$ cat src/design/etf_pkg.sv
`timescale 1ns / 1ps
// ---------------------------------------------------------------------------
// etf_pkg
// Shared types and character codes for the terminal escape filter.
// ---------------------------------------------------------------------------
package etf_pkg;

   // tuser on the request side
   localparam logic KIND_BYTE  = 1'b0;
   localparam logic KIND_DRAIN = 1'b1;

   localparam logic [7:0] CH_BEL       = 8'h07;
   localparam logic [7:0] CH_BS        = 8'h08;
   localparam logic [7:0] CH_LF        = 8'h0A;
   localparam logic [7:0] CH_CR        = 8'h0D;
   localparam logic [7:0] CH_ESC       = 8'h1B;
   localparam logic [7:0] CH_CSI_OPEN  = 8'h5B;  // '['
   localparam logic [7:0] CH_BSL       = 8'h5C;  // '\'
   localparam logic [7:0] CH_OSC_OPEN  = 8'h5D;  // ']'
   localparam logic [7:0] CSI_FINAL_LO = 8'h40;
   localparam logic [7:0] CSI_FINAL_HI = 8'h7E;

   typedef enum logic [2:0] {
      MODE_TEXT    = 3'd0,
      MODE_ESC     = 3'd1,
      MODE_CSI     = 3'd2,
      MODE_OSC     = 3'd3,
      MODE_OSC_ESC = 3'd4
   } mode_type;

   typedef enum logic [1:0] {
      ST_IDLE  = 2'd0,
      ST_ERASE = 2'd1,
      ST_DRAIN = 2'd2
   } ctl_state_type;

   // what the parser wants done with the current byte
   typedef struct packed {
      logic push;
      logic erase;
   } parse_act_type;

endpackage

$ cat src/design/etf_parser.sv
`timescale 1ns / 1ps
// ---------------------------------------------------------------------------
// etf_parser
// Escape sequence state machine; classifies each byte as text, erase or drop.
// ---------------------------------------------------------------------------
module etf_parser (
   input  logic                   clock,
   input  logic                   reset,
   input  logic                   byte_stb,
   input  logic [7:0]             in_byte,
   output etf_pkg::parse_act_type act
);
   import etf_pkg::*;

   mode_type mode_ff, mode_in;

   always_ff @(posedge clock) begin
      if (reset) begin
         mode_ff <= MODE_TEXT;
      end else begin
         mode_ff <= mode_in;
      end
   end

   always_comb begin
      mode_in   = mode_ff;
      act.push  = 1'b0;
      act.erase = 1'b0;
      case (mode_ff)
         MODE_ESC: begin
            if (in_byte == CH_CSI_OPEN) begin
               mode_in = MODE_CSI;
            end else if (in_byte == CH_OSC_OPEN) begin
               mode_in = MODE_OSC;
            end else begin
               mode_in = MODE_TEXT;
            end
         end
         MODE_CSI: begin
            if (in_byte inside {[CSI_FINAL_LO:CSI_FINAL_HI]}) begin
               mode_in = MODE_TEXT;
            end
         end
         MODE_OSC: begin
            if (in_byte == CH_BEL) begin
               mode_in = MODE_TEXT;
            end else if (in_byte == CH_ESC) begin
               mode_in = MODE_OSC_ESC;
            end
         end
         MODE_OSC_ESC: begin
            if (in_byte inside {CH_BSL, CH_BEL}) begin
               mode_in = MODE_TEXT;
            end else if (in_byte != CH_ESC) begin
               mode_in = MODE_OSC;
            end
         end
         default: begin
            mode_in = MODE_TEXT;
            if (in_byte == CH_ESC) begin
               mode_in = MODE_ESC;
            end else if (in_byte inside {CH_CR, CH_BEL}) begin
               // discarded
            end else if (in_byte == CH_BS) begin
               act.erase = 1'b1;
            end else begin
               act.push = 1'b1;
            end
         end
      endcase
      if (!byte_stb) begin
         mode_in   = mode_ff;
         act.push  = 1'b0;
         act.erase = 1'b0;
      end
   end

endmodule

$ cat src/design/etf_text_ram.sv
`timescale 1ns / 1ps
// ---------------------------------------------------------------------------
// etf_text_ram
// Text buffer: one write port, one read port, registered read data.
// ---------------------------------------------------------------------------
module etf_text_ram #(
   parameter int DEPTH = 64,
   parameter int AW    = $clog2(DEPTH)
) (
   input  logic          clock,
   input  logic          we,
   input  logic [AW-1:0] waddr,
   input  logic [7:0]    wdata,
   input  logic          re,
   input  logic [AW-1:0] raddr,
   output logic [7:0]    rdata
);

   logic [7:0] mem_ff [DEPTH];
   logic [7:0] rdata_ff;

   always_ff @(posedge clock) begin
      if (we) begin
         mem_ff[waddr] <= wdata;
      end
   end

   // read data holds until the next read
   always_ff @(posedge clock) begin
      if (re) begin
         rdata_ff <= mem_ff[raddr];
      end
   end

   assign rdata = rdata_ff;

endmodule

$ cat src/design/terminal_escape_filter.sv
`timescale 1ns / 1ps
// ---------------------------------------------------------------------------
// terminal_escape_filter
// Strips terminal escape sequences and buffers the remaining text.
// ---------------------------------------------------------------------------
// A request beat with tuser 0 carries one terminal byte; a backspace in text
// mode with a non-empty buffer holds off the next request while the last
// buffered byte is read back from the text RAM to check for a newline. A
// request beat with tuser 1 drains the buffer: the buffered bytes leave one
// per cycle through the single RAM read port while rsp_tready is held high,
// and an empty buffer gives one beat with byte_valid low. tlast marks the
// final beat of a drain, and overflowed reports bytes dropped on a full
// buffer since the previous drain. req_tready stays low while a drain is
// being read out and while a read result still waits for the output
// register. The parse state carries across drains.
// ---------------------------------------------------------------------------
module terminal_escape_filter #(
   parameter int BUFFER_DEPTH = 64
) (
   input  logic       clock,
   input  logic       reset,
   input  logic       req_tvalid,
   output logic       req_tready,
   input  logic [7:0] req_tdata,   // [7:0] in_byte
   input  logic       req_tuser,   // [0] kind
   output logic       rsp_tvalid,
   input  logic       rsp_tready,
   output logic [7:0] rsp_tdata,   // [7:0] out_byte
   output logic       rsp_tlast,   // last
   output logic [1:0] rsp_tuser    // [0] byte_valid, [1] overflowed
);
   import etf_pkg::*;

   localparam int AW = $clog2(BUFFER_DEPTH);
   localparam int FW = $clog2(BUFFER_DEPTH + 1);

   ctl_state_type state_ff, state_in;
   logic [FW-1:0] fill_ff, fill_in;
   logic [FW-1:0] idx_ff, idx_in;
   logic          dropped_ff, dropped_in;
   logic          drain_ovf_ff, drain_ovf_in;
   logic          pend_ff, pend_in;
   logic          pend_last_ff, pend_last_in;
   logic          rsp_valid_ff, rsp_valid_in;
   logic [7:0]    rsp_data_ff, rsp_data_in;
   logic          rsp_bv_ff, rsp_bv_in;
   logic          rsp_last_ff, rsp_last_in;
   logic          rsp_ovf_ff, rsp_ovf_in;

   logic          req_acc;
   logic          byte_stb;
   parse_act_type act;
   logic          we, re;
   logic [AW-1:0] waddr, raddr;
   logic [7:0]    rdata;
   logic [FW-1:0] fill_dec, idx_inc;
   logic          out_free, capture;

   assign req_tready = (state_ff == ST_IDLE) && !pend_ff;
   assign req_acc    = req_tvalid && req_tready;
   assign byte_stb   = req_acc && (req_tuser == KIND_BYTE);

   etf_parser u_parser (
      .clock    (clock),
      .reset    (reset),
      .byte_stb (byte_stb),
      .in_byte  (req_tdata),
      .act      (act)
   );

   etf_text_ram #(
      .DEPTH (BUFFER_DEPTH),
      .AW    (AW)
   ) u_ram (
      .clock (clock),
      .we    (we),
      .waddr (waddr),
      .wdata (req_tdata),
      .re    (re),
      .raddr (raddr),
      .rdata (rdata)
   );

   assign fill_dec = fill_ff - 1'b1;
   assign idx_inc  = idx_ff + 1'b1;
   assign out_free = !rsp_valid_ff || rsp_tready;
   assign capture  = pend_ff && out_free;
   assign waddr    = fill_ff[AW-1:0];

   always_comb begin
      state_in     = state_ff;
      fill_in      = fill_ff;
      idx_in       = idx_ff;
      dropped_in   = dropped_ff;
      drain_ovf_in = drain_ovf_ff;
      pend_in      = pend_ff;
      pend_last_in = pend_last_ff;
      rsp_valid_in = rsp_valid_ff;
      rsp_data_in  = rsp_data_ff;
      rsp_bv_in    = rsp_bv_ff;
      rsp_last_in  = rsp_last_ff;
      rsp_ovf_in   = rsp_ovf_ff;
      we           = 1'b0;
      re           = 1'b0;
      raddr        = idx_ff[AW-1:0];

      // output register: a waiting read result has priority
      if (capture) begin
         rsp_valid_in = 1'b1;
         rsp_data_in  = rdata;
         rsp_bv_in    = 1'b1;
         rsp_last_in  = pend_last_ff;
         rsp_ovf_in   = drain_ovf_ff;
         pend_in      = 1'b0;
      end else if (rsp_tready) begin
         rsp_valid_in = 1'b0;
      end

      case (state_ff)
         ST_IDLE: begin
            if (req_acc && (req_tuser == KIND_DRAIN)) begin
               drain_ovf_in = dropped_ff;
               dropped_in   = 1'b0;
               idx_in       = '0;
               state_in     = ST_DRAIN;
            end else if (act.push) begin
               if (fill_ff < FW'(BUFFER_DEPTH)) begin
                  we      = 1'b1;
                  fill_in = fill_ff + 1'b1;
               end else begin
                  dropped_in = 1'b1;
               end
            end else if (act.erase && (fill_ff != '0)) begin
               re       = 1'b1;
               raddr    = fill_dec[AW-1:0];
               state_in = ST_ERASE;
            end
         end
         ST_ERASE: begin
            if (rdata != CH_LF) begin
               fill_in = fill_dec;
            end
            state_in = ST_IDLE;
         end
         ST_DRAIN: begin
            if (fill_ff == '0) begin
               // empty buffer: one marker beat
               if (out_free && !pend_ff) begin
                  rsp_valid_in = 1'b1;
                  rsp_data_in  = '0;
                  rsp_bv_in    = 1'b0;
                  rsp_last_in  = 1'b1;
                  rsp_ovf_in   = drain_ovf_ff;
                  state_in     = ST_IDLE;
               end
            end else if (!pend_ff || capture) begin
               re           = 1'b1;
               pend_in      = 1'b1;
               pend_last_in = (idx_inc == fill_ff);
               idx_in       = idx_inc;
               if (idx_inc == fill_ff) begin
                  fill_in  = '0;
                  state_in = ST_IDLE;
               end
            end
         end
         default: begin
            state_in = ST_IDLE;
         end
      endcase
   end

   always_ff @(posedge clock) begin
      if (reset) begin
         state_ff     <= ST_IDLE;
         fill_ff      <= '0;
         idx_ff       <= '0;
         dropped_ff   <= 1'b0;
         drain_ovf_ff <= 1'b0;
         pend_ff      <= 1'b0;
         rsp_valid_ff <= 1'b0;
      end else begin
         state_ff     <= state_in;
         fill_ff      <= fill_in;
         idx_ff       <= idx_in;
         dropped_ff   <= dropped_in;
         drain_ovf_ff <= drain_ovf_in;
         pend_ff      <= pend_in;
         rsp_valid_ff <= rsp_valid_in;
      end
   end

   always_ff @(posedge clock) begin
      pend_last_ff <= pend_last_in;
      rsp_data_ff  <= rsp_data_in;
      rsp_bv_ff    <= rsp_bv_in;
      rsp_last_ff  <= rsp_last_in;
      rsp_ovf_ff   <= rsp_ovf_in;
   end

   assign rsp_tvalid = rsp_valid_ff;
   assign rsp_tdata  = rsp_data_ff;
   assign rsp_tlast  = rsp_last_ff;
   assign rsp_tuser  = {rsp_ovf_ff, rsp_bv_ff};

endmodule
$ cat config.mk
export PLATFORM = sky130hd
export DESIGN_NAME = terminal_escape_filter
export DESIGN_NICKNAME = d
export VERILOG_FILES = /design/src/design/etf_pkg.sv /design/src/design/etf_parser.sv /design/src/design/etf_text_ram.sv /design/src/design/terminal_escape_filter.sv
export SDC_FILE = /design/constraint.sdc
export NUM_CORES = 1
export LEC_CHECK = 0
export ABC_CLOCK_PERIOD_IN_PS = 4900
export BUFFER_PORTS_ARGS = -buffer_cell sky130_fd_sc_hd__buf_2
export CAP_MARGIN = 30
export CORE_MARGIN = 2
export CORE_UTILIZATION = 35
export DETAILED_ROUTE_END_ITERATION = 7
export PLACE_DENSITY_LB_ADDON = 0.25
export SYNTH_ARGS = -nofsm -noshare
export SYNTH_HDL_FRONTEND = slang
export SYNTH_HIERARCHICAL = 1
export SYNTH_SLANG_ARGS = --single-unit
$ cat constraint.sdc
create_clock -name clock -period 4.9 [get_ports clock]
set_input_delay 0.245 -clock clock [delete_from_list [all_inputs] [get_ports clock]]
set_output_delay 0.245 -clock clock [all_outputs]
set_load 0.02 [all_outputs]
# Word level (Yosys, flattened, before mapping)
# Memory sizes are Yosys's and may differ from the RTL's. A register that Yosys moved wholly into a read port is not among the register bits.
# Index checks and enable logic that the tools add are counted.
# totals
reg_bits	35
ram_bits	512
wordCells	162
mem_count	1
# classes
n_addsub	3
n_lt_le_gt_ge	3
eq_ne	33
n_mux	79
bitwise_logic	2
reduce_logical	28
# mem_list
memory	depth	word_bits	rd	rd_clocked_by_memory_dff	wr	line_no	rtl
u_ram.mem_ff	64	8	1	1	1	etf_text_ram.sv:19	logic [7:0] mem_ff [DEPTH];
# ops
op	n
2-to-1 mux 7 bit	10
2-to-1 mux 1 bit	38
2-to-1 mux 8 bit	4
== test 8 x 7 -> 1 bit, second input constant	3
2-to-1 mux 2 bit	12
2-to-1 mux 6 bit	4
one-hot mux 7 bit (3 select lines)	1
2-to-1 mux 3 bit	6
== test 8 x 4 -> 1 bit, second input constant	2
adder 7 x 1 -> 7 bit, second input constant	2
!= test 2 bit, second input constant	7
one-hot mux 7 bit (2 select lines)	1
one-hot mux 3 bit (4 select lines)	1
!= test 3 x 1 -> 1 bit, second input constant	3
!= test 3 bit, second input constant	3
== test 8 x 3 -> 1 bit, second input constant	1
== test 8 x 5 -> 1 bit, second input constant	1
greater-or-equal comparator 8 x 7 -> 1 bit, second input constant	1
less-or-equal comparator 8 x 7 -> 1 bit, second input constant	1
logical AND 1 bit	8
!= test 8 x 4 -> 1 bit, second input constant	1
!= test 8 x 5 -> 1 bit, second input constant	1
AND reduction 4 bit	2
AND reduction 8 bit	1
other kinds (24)	34

# Longest topological paths before layout
# Gate-level depths: netlist (run 1).
# depth
word_depth	11
mapped_depth	21
depth_no_buf	16

# Modules after synthesis
# The synthesis (run 1) kept the hierarchy.
# modules_own_cells
mod	n_inst	cells_each	area_each_um2
etf_text_ram	1	940	20246.9
terminal_escape_filter	1	275	2142.1
etf_parser	1	53	447.9

# Least setup slack after synthesis (run 1)
# No wires, ideal clock.
# synth_timing
path_kind	reg2reg
start	register state_ff[0]
end	register u_ram.rdata_ff[3], in the netlist u_ram/rdata[3] (read register of u_ram.mem_ff) (data pin)
setup_ns	0.273
t_arrival_ns	4.095
t_required_ns	4.627
setup_slack_ns	0.533
stages_incl_launch_ff	20
n_path_buf	4
period_less_slack_ns	4.367
cell_sequence	dfxtp_1 inv_1 ha_1 nor2b_1 and3b_1 o21ai_0 nand3b_1 nor3_1 nor3b_1 nor2b_1 clkbuf_1 nor2_1 a21oi_1 buf_4 buf_2 buf_2 mux4_2 mux4_2 o21ai_1 o41ai_1
# synth_rtl
item	line_no	rtl
start: declaration	terminal_escape_filter.sv:37	ctl_state_type state_ff, state_in;
start signal: assignment	terminal_escape_filter.sv:183	state_ff <= state_in;
end: declaration	etf_text_ram.sv:20	logic [7:0] rdata_ff;

==> Implementation_results.wiki, run 1 <==
{| class="wikitable"
! Metric !! Value
|-
| Result of the run || completed
|-
| Horizontal die dimension || 259.4 um
|-
| Detailed Routing Iterations Pass 1 || 7
|-
| Clock Sink Count || 555
|-
| Largest family of logic cells by synthesized area || multiplexers
|-
| Critical path's largest stage delay || 510 ps
|-
| Endpoints failing hold || 0
|-
| Bufs on Longest Clock Path || 3
|-
| Critical-path cell list || inv_1 > ha_1 > nor2b_1 > and3b_1 > o21ai_0 > nand3b_1 > nor3_1 > nor3b_2 > nor2b_4 > mux2i_4 > buf_12 > mux4_2 > mux2_2 > o221a_2 > nor3_1 > o32ai_1
|-
| GR Util All Layers || 0.1688
|-
| GP Congestion || 0.7871
|-
| Clock root buffer || clkbuf_16
|-
| Skew final || 21.53 ps
|-
| Post-placement cell count || 2180
|-
| Remaining design rule violation count || 0
|-
| Clock buffers created by TritonCTS || 57
|-
| Die outline height || 259.4 um
|-
| Syn_area_per_cell || 18.01 um^2
|-
| Worst vdd rail ir drop || 0.2186 mV
|-
| Most frequent CP cell || nor3_1
|-
| Worst slew pin tran || 887.5 ps
|-
| Starting Density || 0.3543
|-
| Drt total wl || 57130 um
|-
| Hold Slack || 50.98 ps
|-
| Worst max-slew margin expressed relative to the limit || 0.4061
|-
| Compound-cell area share of the yosys netlist || 0.04400
|-
| Power density over the cells || 385.2 nW/um^2
|-
| End-of-flow core utilization || 0.4116
|-
| Synthesized-area fraction occupied by and/or/nand/nor cells || 0.06586
|-
| Switching fraction of total power || 0.2279
|-
| Final slew viol count || 0
|-
| Post-route fraction of the period consumed by the critical path || 0.9245
|-
| Area Overhead vs Synth || 16.20%
|-
| Number of antenna violations at the first check in global routing || 2
|-
| First-pass GRT wire length || 83230 um
|-
| Multiplexer share of the synthesized area || 0.1428
|-
| Synthesis Warnings || 6
|-
| Comb pwr share || 0.075
|-
| Share of cells above drive strength 1 || 0.2682
|-
| Vias per cell || 5.361
|-
| Pin count of the biggest net entering global routing || 65
|-
| Share of synthesized cell area in full adder, half adder and majority cells || 0.004821
|-
| Total via count after detailed routing || 12309
|-
| Post-synth ARST share || 0
|-
| Final instance count without filler cells || 2296
|-
| Hold Path Class || input port to register
|-
| Largest fanout on the critical path || 14
|-
| Final routed wire length divided by cell count || 24.88 um
|-
| Kind of end point of the critical path || register
|-
| Congestion Overflow GR || 0
|-
| Final worst path period need || 4530 ps
|-
| Total net switching power || 2.329 mW
|-
| Input/output buffers || 25
|-
| Post-layout power || 10.22 mW
|-
| Net count reported at finish || 1417
|-
| Kind of start point of the critical path || register
|-
| Endpoint arrival time on the critical path || 4880 ps
|-
| Required time reported for the critical path endpoint || 5250 ps
|-
| TritonCTS clock tree || built
|-
| Syn Std Cell Area || 22840 um^2
|-
| Syn_nets || 1289
|-
| FF+latch count, synth || 555
|-
| Top_reg_cell synth || edfxtp_1
|-
| Core Area || 64460 um^2
|-
| Final number of setup-violating endpoints || 0
|-
| Cells after synthesis || 1268
|-
| CP max-delay cell || mux4_2
|-
| Max cap viols || 0
|-
| Site row count || 93
|-
| Setup repair after global routing missed its margin || no
|-
| Ports placed on the boundary || 26
|-
| Max frequency || 220.8 MHz
|-
| Half-perimeter wire length after placement || 36570 um
|-
| Part of the Yosys area used for sequential elements || 0.7153
|-
| Portion of total power attributed to the clock network || 0.409
|-
| Iter 0 DRT Violations || 1032
|-
| Post-Synth XOR/XNOR Area || 0.005753
|-
| Crit path kind || register to register
|-
| Final antenna-violating net count || 0
|-
| Clock slew seen by the registers of the worst setup and hold paths || 60 ps
|-
| Worst-Skew Late Latency || 620 ps
|-
| Distinct cells, synth || 81
|-
| Static Leakage || 8.132 nW
|-
| Total negative slack || 0 ps
|-
| Internal Dissipation || 7.893 mW
|-
| Via count of the first global-routing pass || 12078
|-
| Power share of the sequential group || 0.516
|-
| Number of H-tree branching levels || 2
|-
| Total Die Area || 67310 um^2
|-
| Number of synthesized flops with an enable pin || 522
|}
-- worst paths after layout --
| kind | start | endpoint | slack, ps | cells after the start |
|---|---|---|---|---|
| setup / recovery | state_ff[1]$_SDFFE_PP0P_ | u_ram/rdata[6]$_DFFE_PP_ | 370 | 16 |
| hold / removal | req_tdata[0] | u_ram/mem_ff[50][0]$_DFFE_PP_ | 50 | 1 |
| setup reg to reg | state_ff[1]$_SDFFE_PP0P_ | u_ram/rdata[6]$_DFFE_PP_ | 370 | 16 |
| hold reg to reg | rsp_tdata[6]$_DFF_P_ | rsp_tdata[6]$_DFF_P_ | 450 | 2 |
-- layout by cell type (no fill, tap or decap), drive strengths merged, types with 16 or more instances in the layout --
cell	Yosys	routed
edfxtp	522	522
buf	47	136
mux4	126	126
nor2	108	108
clkbuf	28	75
nand2	64	64
a21oi	34	34
dfxtp	33	33
nand3	30	30
mux2i	25	25
clkinv	0	20
nor2b	19	19
nor3	17	17
o21ai	16	16
-- cells in the mapped netlist, types with 4 or more instances --
library cell | instances | share of area
nor2_1 | 105 | 0.017
nand3_1 | 30 | 0.0066
nor2b_1 | 19 | 0.0052
nor3_1 | 16 | 0.0035
or3_1 | 5 | 0.0014
buf_4 | 17 | 0.0056
o2111ai_1 | 5 | 0.0019
a211oi_1 | 5 | 0.0016
o2bb2ai_1 | 4 | 0.0015
nand4b_1 | 5 | 0.0019
o21ai_0 | 13 | 0.0028
edfxtp_1 | 522 | 0.69
buf_2 | 15 | 0.0033
nand2b_1 | 11 | 0.0030
mux2i_1 | 25 | 0.011
nand3b_1 | 6 | 0.0020
o22ai_1 | 9 | 0.0025
clkbuf_1 | 28 | 0.0046
o221ai_1 | 14 | 0.0054
ha_1 | 8 | 0.0044
nor4_1 | 4 | 0.0011
a221oi_1 | 6 | 0.0023
a31oi_1 | 6 | 0.0016
buf_6 | 7 | 0.0035
xor2_1 | 7 | 0.0027
mux2_2 | 14 | 0.0069
xnor2_1 | 8 | 0.0031
buf_1 | 6 | 0.00099
mux4_2 | 126 | 0.12
a22oi_1 | 5 | 0.0016
a21oi_1 | 34 | 0.0075
nand4_1 | 8 | 0.0022
inv_1 | 11 | 0.0018
dfxtp_1 | 33 | 0.029
o21a_1 | 4 | 0.0013
nand2_1 | 63 | 0.010
-- stage by stage --
step	instance area (um^2)	setup WS (ps)
after floorplan	22840	532.7
after global placement	24580	70.54
after detailed placement	24580	-20.96
after CTS	26410	62.16
after global routing	26530	1.307
final	26540	370.1
-- timing repair --
action / CTS / global route
endpoints found under the hold margin: 5 / 0
buffers inserted: 0 / 3
setup endpoints to repair: 3 / 8
resized for setup: 1 / 7
hold buffers: 5 / 0
gates cloned: 0 / 4
-- cell families (layout without fill, tap and decap cells) --
group                    after synthesis  count (layout)
other                                  0               2
multiplexers                         166             166
AND/OR/NAND/NOR                      301             301
flip-flops                           555             555
AO/OA/AOI/OAI                        136             136
adder cells (fa/ha/maj)                9               9
XOR/XNOR                              15              15
buffers and inverters                 86             257
-- cell type report --
cell class	count	area, um^2
repair buffers	144	1224
clock buffers	72	1483
well taps	855	1070
clock inverters	30	290.3
flip-flops and latches	555	16340
multi-input cells	627	6088
fillers	5766	37930
diodes	2	5.005
inverters	11	41.29
-- power by group through the flow --
| stage | sequential [mW] | combinational (mW) | clock (mW) |
|---|---|---|---|
| after floorplan | 5.40 | 0.429 | 0 |
| after global placement | 5.37 | 0.752 | 0 |
| after detailed placement | 5.37 | 0.758 | 0 |
| after CTS | 5.27 | 0.767 | 4.27 |
| after global routing | 5.28 | 0.837 | 4.45 |
| final | 5.27 | 0.770 | 4.18 |
-- state kept, by name, summed over array words and instances (netlist names), named ones only --
signal	flops
drain_ovf_ff	1
pend_ff	1
u_ram/mem_ff	512
idx_ff	7
dropped_ff	1
u_ram/rdata	8
pend_last_ff	1
rsp_ovf_ff	1
rsp_tdata	8
state_ff	2
rsp_tlast	1
rsp_tvalid	1
u_parser/mode_ff	3
fill_ff	7
-- worst max-delay path: cells and delay by family, from the launching register on --
family	cells	cell delay, ps
AND/OR/NAND/NOR	7	1640
multiplexers	3	1160
AO/OA/AOI/OAI	3	540
buffers and inverters	2	340
flip-flops	1	330
adder cells (fa/ha/maj)	1	230
-- layer usage --
layer / track usage / share of wire / vias up / wire, um
li1: - / - / 5403 / -
met1: 0.2434 / 0.44 / 6391 / 25280
met2: 0.2599 / 0.46 / 436 / 26320
met3: 0.03437 / 0.074 / 79 / 4225
met4: 0.04725 / 0.023 / 0 / 1298
met5: 0 / 0 / - / 0
Power figures use the tool's default switching activity.
==> run 2, diff against run 1 <==
--- a/config.mk
+++ b/config.mk
@@ -5,6 +5,7 @@
 export SDC_FILE = /design/constraint.sdc
 export NUM_CORES = 1
 export LEC_CHECK = 0
+export ABC_AREA = 1
 export ABC_CLOCK_PERIOD_IN_PS = 4900
 export BUFFER_PORTS_ARGS = -buffer_cell sky130_fd_sc_hd__buf_2
 export CAP_MARGIN = 30
==> Implementation_results.wiki, run 2 <==
{| class="wikitable"
! Metric !! Value
|-
| Result of the run || completed
|-
| First-pass GRT wire length || 96810 um
|-
| Distinct cells, synth || 40
|-
| Half-perimeter wire length after placement || 36960 um
|-
| Final number of setup-violating endpoints || 0
|-
| Compound-cell area share of the yosys netlist || 0.01360
|-
| Setup repair after global routing missed its margin || no
|-
| Number of synthesized flops with an enable pin || 522
|-
| Post-synth ARST share || 0
|-
| Crit path kind || register to register
|-
| Kind of end point of the critical path || register
|-
| Syn_nets || 2227
|-
| GP Congestion || 0.8294
|-
| Required time reported for the critical path endpoint || 5270 ps
|-
| Clock slew seen by the registers of the worst setup and hold paths || 60 ps
|-
| Total negative slack || 0 ps
|-
| Max cap viols || 0
|-
| Remaining design rule violation count || 0
|-
| Area Overhead vs Synth || 11.36%
|-
| Largest family of logic cells by synthesized area || simple AND/OR/NAND/NOR gates
|-
| Share of Yosys cell area claimed by the top area cell type || 0.6527
|-
| Largest fanout on the critical path || 128
|-
| Skew final || 24.26 ps
|-
| Synthesis Warnings || 6
|-
| Internal Dissipation || 8.531 mW
|-
| Post-route fraction of the period consumed by the critical path || 0.8948
|-
| Total net switching power || 4.299 mW
|-
| Synthesized-area fraction occupied by and/or/nand/nor cells || 0.2502
|-
| Final routed wire length divided by cell count || 20.17 um
|-
| Starting Density || 0.3520
|-
| Worst vdd rail ir drop || 0.3534 mV
|-
| Vias per cell || 5.135
|-
| Most area-hungry cell type in the Yosys netlist || edfxtp_1
|-
| Iter 0 DRT Violations || 1563
|-
| Worst-Skew Late Latency || 630 ps
|-
| Worst slew pin tran || 990.5 ps
|-
| Syn Std Cell Area || 24020 um^2
|-
| Largest reg by FF count || u_ram/mem_ff
|-
| Post-Synth XOR/XNOR Area || 0.003282
|-
| Static Leakage || 9.677 nW
|-
| Total setup buffers inserted after CTS || 0
|-
| Cells after synthesis || 2206
|-
| Part of the Yosys area used for sequential elements || 0.6802
|-
| Flip-flop count of the largest register after layout || 512
|-
| Detailed Routing Iterations Pass 1 || 5
|-
| Portion of total power attributed to the clock network || 0.321
|-
| Endpoint arrival time on the critical path || 4750 ps
|-
| Commonest non-fill, non-tap cells in the layout || nand2_1, edfxtp_1, nand3_1, nor2_1, inv_1
|-
| FF+latch count, synth || 555
|-
| Final antenna-violating net count || 0
|-
| End-of-flow core utilization || 0.3920
|-
| Total Die Area || 70730 um^2
|-
| Multiplexer share of the synthesized area || 0
|-
| Clock Sink Count || 555
|-
| Most common cell in the synthesized netlist || nand2_1
|-
| Number of antenna violations at the first check in global routing || 1
|-
| R2r setup slk || 520 ps
|-
| Switching fraction of total power || 0.3351
|-
| Number of diodes added for antenna fixing || 0
|-
| Ranking of synthesized cells by area || edfxtp_1, nand2_1, nand3_1
|-
| Ports placed on the boundary || 26
|-
| Final slew viol count || 0
|-
| Hold Path Sink || u_parser/mode_ff[0]$_SDFFE_PP0P_
|-
| GR Util All Layers || 0.1795
|-
| Worst max-slew margin expressed relative to the limit || 0.3397
|-
| Via count of the first global-routing pass || 15626
|-
| Critical path startpoint || state_ff[0]$_SDFFE_PP0P_
|-
| Site row count || 96
|-
| Power share of the sequential group || 0.430
|-
| Setup slack after layout || 515.7 ps
|-
| Clock root buffer || clkbuf_16
|-
| Comb pwr share || 0.249
|-
| Top_reg_cell synth || edfxtp_1
|-
| Hold Path Class || input port to register
|-
| Clock buffers created by TritonCTS || 58
|-
| Max frequency || 228.1 MHz
|-
| Most frequent standard cell in the layout excluding fill and tap cells || nand2_1
|-
| Kind of start point of the critical path || register
|-
| Power density over the cells || 479.7 nW/um^2
|-
| Final worst path period need || 4384 ps
|-
| Pin count of the biggest net entering global routing || 129
|-
| Net count reported at finish || 2251
|-
| Core Area || 68230 um^2
|-
| Share of cells above drive strength 1 || 0.08783
|-
| Logic depth of the worst register-to-register path || 21
|-
| Drt total wl || 63720 um
|-
| Total via count after detailed routing || 16223
|-
| Share of synthesized cell area in full adder, half adder and majority cells || 0.004168
|-
| R2r startpoint || state_ff[0]$_SDFFE_PP0P_
|-
| List of most frequent post-synthesis cells || nand2_1, edfxtp_1, nand3_1
|-
| Number of H-tree branching levels || 2
|-
| Die outline height || 266.0 um
|-
| Hold path depth || 6
|-
| Input/output buffers || 25
|-
| Worst setup timing slack at the placement stage || 429.6 ps
|-
| Hold Path Origin || req_tdata[1]
|-
| Syn_area_per_cell || 10.89 um^2
|-
| Bufs on Longest Clock Path || 3
|-
| Congestion Overflow GR || 0
|-
| TritonCTS clock tree || built
|-
| Endpoints failing hold || 0
|-
| Fill count || 6617
|-
| Horizontal die dimension || 266.0 um
|-
| Endpoint of the lowest-slack register-to-register path || u_ram/rdata[7]$_DFFE_PP_
|}
## run 2: changes by cell type in the layout (fill, tap and decap cells not counted), sizes merged, moves of 15 or more
cell,change
nand2,+699
inv,+56
buf,-51
nor2b,-19
nand3,+446
mux2i,-25
mux2,-15
mux4,-126
## run 2: cell families after synthesis
| logic type | after synthesis |
|---|---|
| AND/OR/NAND/NOR | 1380 |
| flip-flops | 555 |
| buffers and inverters | 196 |
| AO/OA/AOI/OAI | 58 |
| XOR/XNOR | 9 |
| adder cells (fa/ha/maj) | 8 |
## run 2: how the worst max path moves through the flow
stage	end	slack (ps)	depth (start not counted)
3_3_place_gp	u_ram/rdata[0]$_DFFE_PP_	490	23
2_1_floorplan	u_ram/mem_ff[48][0]$_DFFE_PP_	1430	13
3_5_place_dp	u_ram/rdata[0]$_DFFE_PP_	430	23
6_report	u_ram/rdata[7]$_DFFE_PP_	520	21
4_1_cts	u_ram/rdata[0]$_DFFE_PP_	410	23
5_1_grt	u_ram/rdata[3]$_DFFE_PP_	6	23
## run 2: cell type report
class                           instances  area, um^2  area share
Clock inverter                         24       172.7    0.006456
Sequential cell                       555       16340      0.6108
Clock buffer                           83        1575     0.05890
Timing Repair Buffer                   91       738.2     0.02760
Tap cell                              882        1104     0.04126
Multi-Input combinational cell       1455        6551      0.2450
Inverter                               69       267.8     0.01001
## run 2: timing repair
action                                 4_1_cts  5_1_grt
resized for setup                            0        2
hold buffers                                 6        0
endpoints found under the hold margin       15        0
setup endpoints to repair                    0        5
## run 2: power by group through the flow
stage	Combinational (mW)	Clock [mW]	Sequential (mW)
floorplan	2.34	0	5.56
global placement	3.16	0	5.61
detailed placement	3.18	0	5.61
CTS	3.20	4.21	5.51
global route	3.54	4.40	5.52
finish	3.20	4.12	5.51
## run 2: worst max-delay path, stage by stage, from the launching register on
cell	delay, ps
dfxtp_1	330
inv_1	110
ha_1	220
inv_1	80
nor2_2	140
nand2_1	60
nor2_1	360
nand4_1	210
nor2_1	130
nand2_1	70
nor2_1	130
nand2_1	240
buf_4	260
o21ai_4	190
buf_12	530
nand3_1	230
nand3_1	140
nand2_1	70
nand2_1	80
nand3_1	130
nand3_1	220
nand2_1	100
## run 2: through the flow
step                hold slack, ps  instance area [um^2]  std cells  power, mW
global route                 233.5                 26740       3159      13.47
global placement             461.5                 24900       3043      8.768
finish                       235.6                 26740       3159      12.83
CTS                          198.3                 26730       3158      12.91
floorplan                    307.4                 24020       2206      7.901
detailed placement           460.4                 24920       3045      8.788
## run 2: metal layers
layer / vias to the layer above / wire [um] / GRT usage
met3: 98 / 4562 / 0.03041
met2: 521 / 29400 / 0.2830
met5: - / 0 / 0
met4: 0 / 1771 / 0.05861
li1: 7692 / - / -
met1: 7912 / 27980 / 0.2524
==> run 3, diff against run 2 <==
--- a/config.mk
+++ b/config.mk
@@ -9,7 +9,6 @@
 export ABC_CLOCK_PERIOD_IN_PS = 4900
 export BUFFER_PORTS_ARGS = -buffer_cell sky130_fd_sc_hd__buf_2
 export CAP_MARGIN = 30
-export CORE_MARGIN = 2
 export CORE_UTILIZATION = 35
 export DETAILED_ROUTE_END_ITERATION = 7
 export PLACE_DENSITY_LB_ADDON = 0.25
==> Implementation_results.wiki, run 3 (synthesized netlist as in run 2, its figures left out) <==
{| class="wikitable"
! Metric !! Value
|-
| Clock Sink Count || 555
|-
| Starting Density || 0.3557
|-
| Critical path's largest stage delay || 690 ps
|-
| Final routed wire length divided by cell count || 20.50 um
|-
| Max cap viols || 0
|-
| Clock root buffer || clkbuf_16
|-
| Total Die Area || 69670 um^2
|-
| R2r startpoint || state_ff[0]$_SDFFE_PP0P_
|-
| Post-placement cell count || 3067
|-
| Setup repair after global routing missed its margin || no
|-
| Final antenna-violating net count || 0
|-
| Final slew viol count || 0
|-
| Share of cells above drive strength 1 || 0.1036
|-
| End-of-flow core utilization || 0.4010
|-
| Bufs on Longest Clock Path || 3
|-
| Number of H-tree branching levels || 2
|-
| Endpoint arrival time on the critical path || 4880 ps
|-
| Clock slew seen by the registers of the worst setup and hold paths || 60 ps
|-
| Clock buffers created by TritonCTS || 59
|-
| Logic depth of the worst register-to-register path || 21
|-
| Remaining design rule violation count || 0
|-
| Kind of start point of the critical path || register
|-
| Half-perimeter wire length after placement || 39690 um
|-
| Hold Path Class || input port to register
|-
| Core Area || 67510 um^2
|-
| Post-route fraction of the period consumed by the critical path || 0.8955
|-
| Skew final || 23.24 ps
|-
| Final instance count without filler cells || 3181
|-
| Flip-flop count of the largest register after layout || 512
|-
| Via count of the first global-routing pass || 15820
|-
| Required time reported for the critical path endpoint || 5390 ps
|-
| Critical-path cell list || inv_1 > ha_1 > inv_1 > nor2_2 > nand2_1 > nor2_1 > nand4_1 > nor2_1 > nand2_1 > nor2_1 > nand2_1 > nand2_1 > o21ai_4 > inv_2 > buf_4 > nand3_1 > nand2_1 > nand2_1 > nand3_1 > nand3_1 > nand2_1
|-
| Largest fanout on the critical path || 41
|-
| Endpoints failing hold || 0
|-
| Vias per cell || 5.158
|-
| Worst-Skew Late Latency || 630 ps
|-
| Pin count of the biggest net entering global routing || 134
|-
| Kind of end point of the critical path || register
|-
| Cell family contributing the most delay on the critical path || simple AND/OR/NAND/NOR gates
|-
| Iter 0 DRT Violations || 1518
|-
| GR Util All Layers || 0.1869
|-
| Static Leakage || 9.893 nW
|-
| Number of antenna violations at the first check in global routing || 0
|-
| Endpoint of the lowest-slack register-to-register path || u_ram/rdata[2]$_DFFE_PP_
|-
| Total setup buffers inserted after CTS || 0
|-
| Net count reported at finish || 2281
|-
| Worst vdd rail ir drop || 0.2818 mV
|-
| Final number of setup-violating endpoints || 0
|-
| Most frequent CP cell || nand2_1
|-
| Crit path kind || register to register
|-
| Commonest non-fill, non-tap cells in the layout || nand2_1, edfxtp_1, nand3_1, nor2_1, buf_4
|-
| Congestion Overflow GR || 0
|-
| Number of diodes added for antenna fixing || 0
|-
| Detailed Routing Iterations Pass 1 || 5
|-
| Input/output buffers || 25
|-
| First-pass GRT wire length || 99250 um
|-
| Worst slew pin tran || 952.2 ps
|-
| GP Congestion || 0.8547
|-
| Power density over the cells || 481.1 nW/um^2
|-
| Horizontal die dimension || 264.0 um
|-
| TritonCTS clock tree || built
|-
| Post-layout power || 13.02 mW
|-
| R2r setup slk || 510 ps
|-
| Result of the run || completed
|-
| Hold Path Sink || dropped_ff$_SDFFE_PP0P_
|-
| Drt total wl || 65220 um
|-
| Hold Path Origin || req_tvalid
|-
| Buffer and inverter count on the worst path || 4
|-
| Largest reg by FF count || u_ram/mem_ff
|-
| Area Overhead vs Synth || 12.72%
|-
| Die outline height || 264.0 um
|-
| Ports placed on the boundary || 26
|-
| Worst max-slew margin expressed relative to the limit || 0.3643
|-
| Most frequent standard cell in the layout excluding fill and tap cells || nand2_1
|-
| Total via count after detailed routing || 16408
|-
| Hold path depth || 3
|-
| CP max-delay cell || inv_2
|-
| Final worst path period need || 4388 ps
|-
| Site row count || 95
|-
| Total negative slack || 0 ps
|-
| Fill count || 6480
|-
| Max frequency || 227.9 MHz
|}
## run 3: cell types whose count changed in the layout (fill, tap and decap cells not counted), sizes merged
cell and change:
buf +30, bufinv +3, clkbuf -9, clkinv +6
clkinvlp +3, dlygate4sd3 -1, inv -1
## run 3: repair_timing
action                     4_1_cts  5_1_grt
resized for setup                0        2
hold endpoints to repair         7        0
hold buffers                     5        0
setup endpoints to repair        0        6
## run 3: area by class of cell
type / count / area, um^2 / share of cell area
clock buffer: 74 / 1575 / 0.05819
multi-input combinational: 1455 / 6551 / 0.2420
tap: 873 / 1092 / 0.04035
sequential: 555 / 16340 / 0.6034
inverter: 69 / 270.3 / 0.009983
timing repair buffer: 120 / 974.7 / 0.03600
clock inverter: 35 / 272.8 / 0.01008
## run 3: how the worst max path moves through the flow
| stage | start | endpoint | slack, ps | cells after the start |
|---|---|---|---|---|
| after floorplan | state_ff[0]$_SDFFE_PP0P_ | u_ram/mem_ff[48][0]$_DFFE_PP_ | 1430 | 13 |
| after global placement | req_tdata[6] | u_ram/rdata[1]$_DFFE_PP_ | 610 | 23 |
| after detailed placement | state_ff[0]$_SDFFE_PP0P_ | u_ram/rdata[7]$_DFFE_PP_ | 530 | 23 |
| after CTS | state_ff[0]$_SDFFE_PP0P_ | u_ram/rdata[7]$_DFFE_PP_ | 520 | 23 |
| after global routing | state_ff[0]$_SDFFE_PP0P_ | u_ram/rdata[6]$_DFFE_PP_ | 30 | 23 |
| final | state_ff[0]$_SDFFE_PP0P_ | u_ram/rdata[2]$_DFFE_PP_ | 510 | 21 |
## run 3: per-stage QoR
stage                     worst slack [ps]  instance area (um^2)  hold slack [ps]
after floorplan                       1429                 24020            307.4
after global placement               612.2                 25130            451.0
after detailed placement             529.9                 25170            454.3
after CTS                            515.4                 27070            7.425
after global routing                 26.98                 27070            64.39
final                                511.9                 27070            34.99
## run 3: metal layers
layer | part of all wire | routed length, um | global-route usage | vias up
li1 | - | - | - | 7751
met1 | 0.45 | 29140 | 0.2589 | 8072
met2 | 0.46 | 29970 | 0.2902 | 469
met3 | 0.062 | 4066 | 0.03579 | 116
met4 | 0.031 | 2050 | 0.07024 | 0
met5 | 0 | 0 | 0 | -
## run 3: power by group
group          switching [mW]  internal, mW
clock                    1.83          2.47
sequential              0.177          5.35
combinational            2.28         0.916
## run 3: worst reg2reg max path: cells and delay by family, from the launching register on
family | cells | cell delay (ps)
adder cells (fa/ha/maj) | 1 | 220
AND/OR/NAND/NOR | 15 | 2270
buffers and inverters | 4 | 1340
flip-flops | 1 | 330
AO/OA/AOI/OAI | 1 | 80
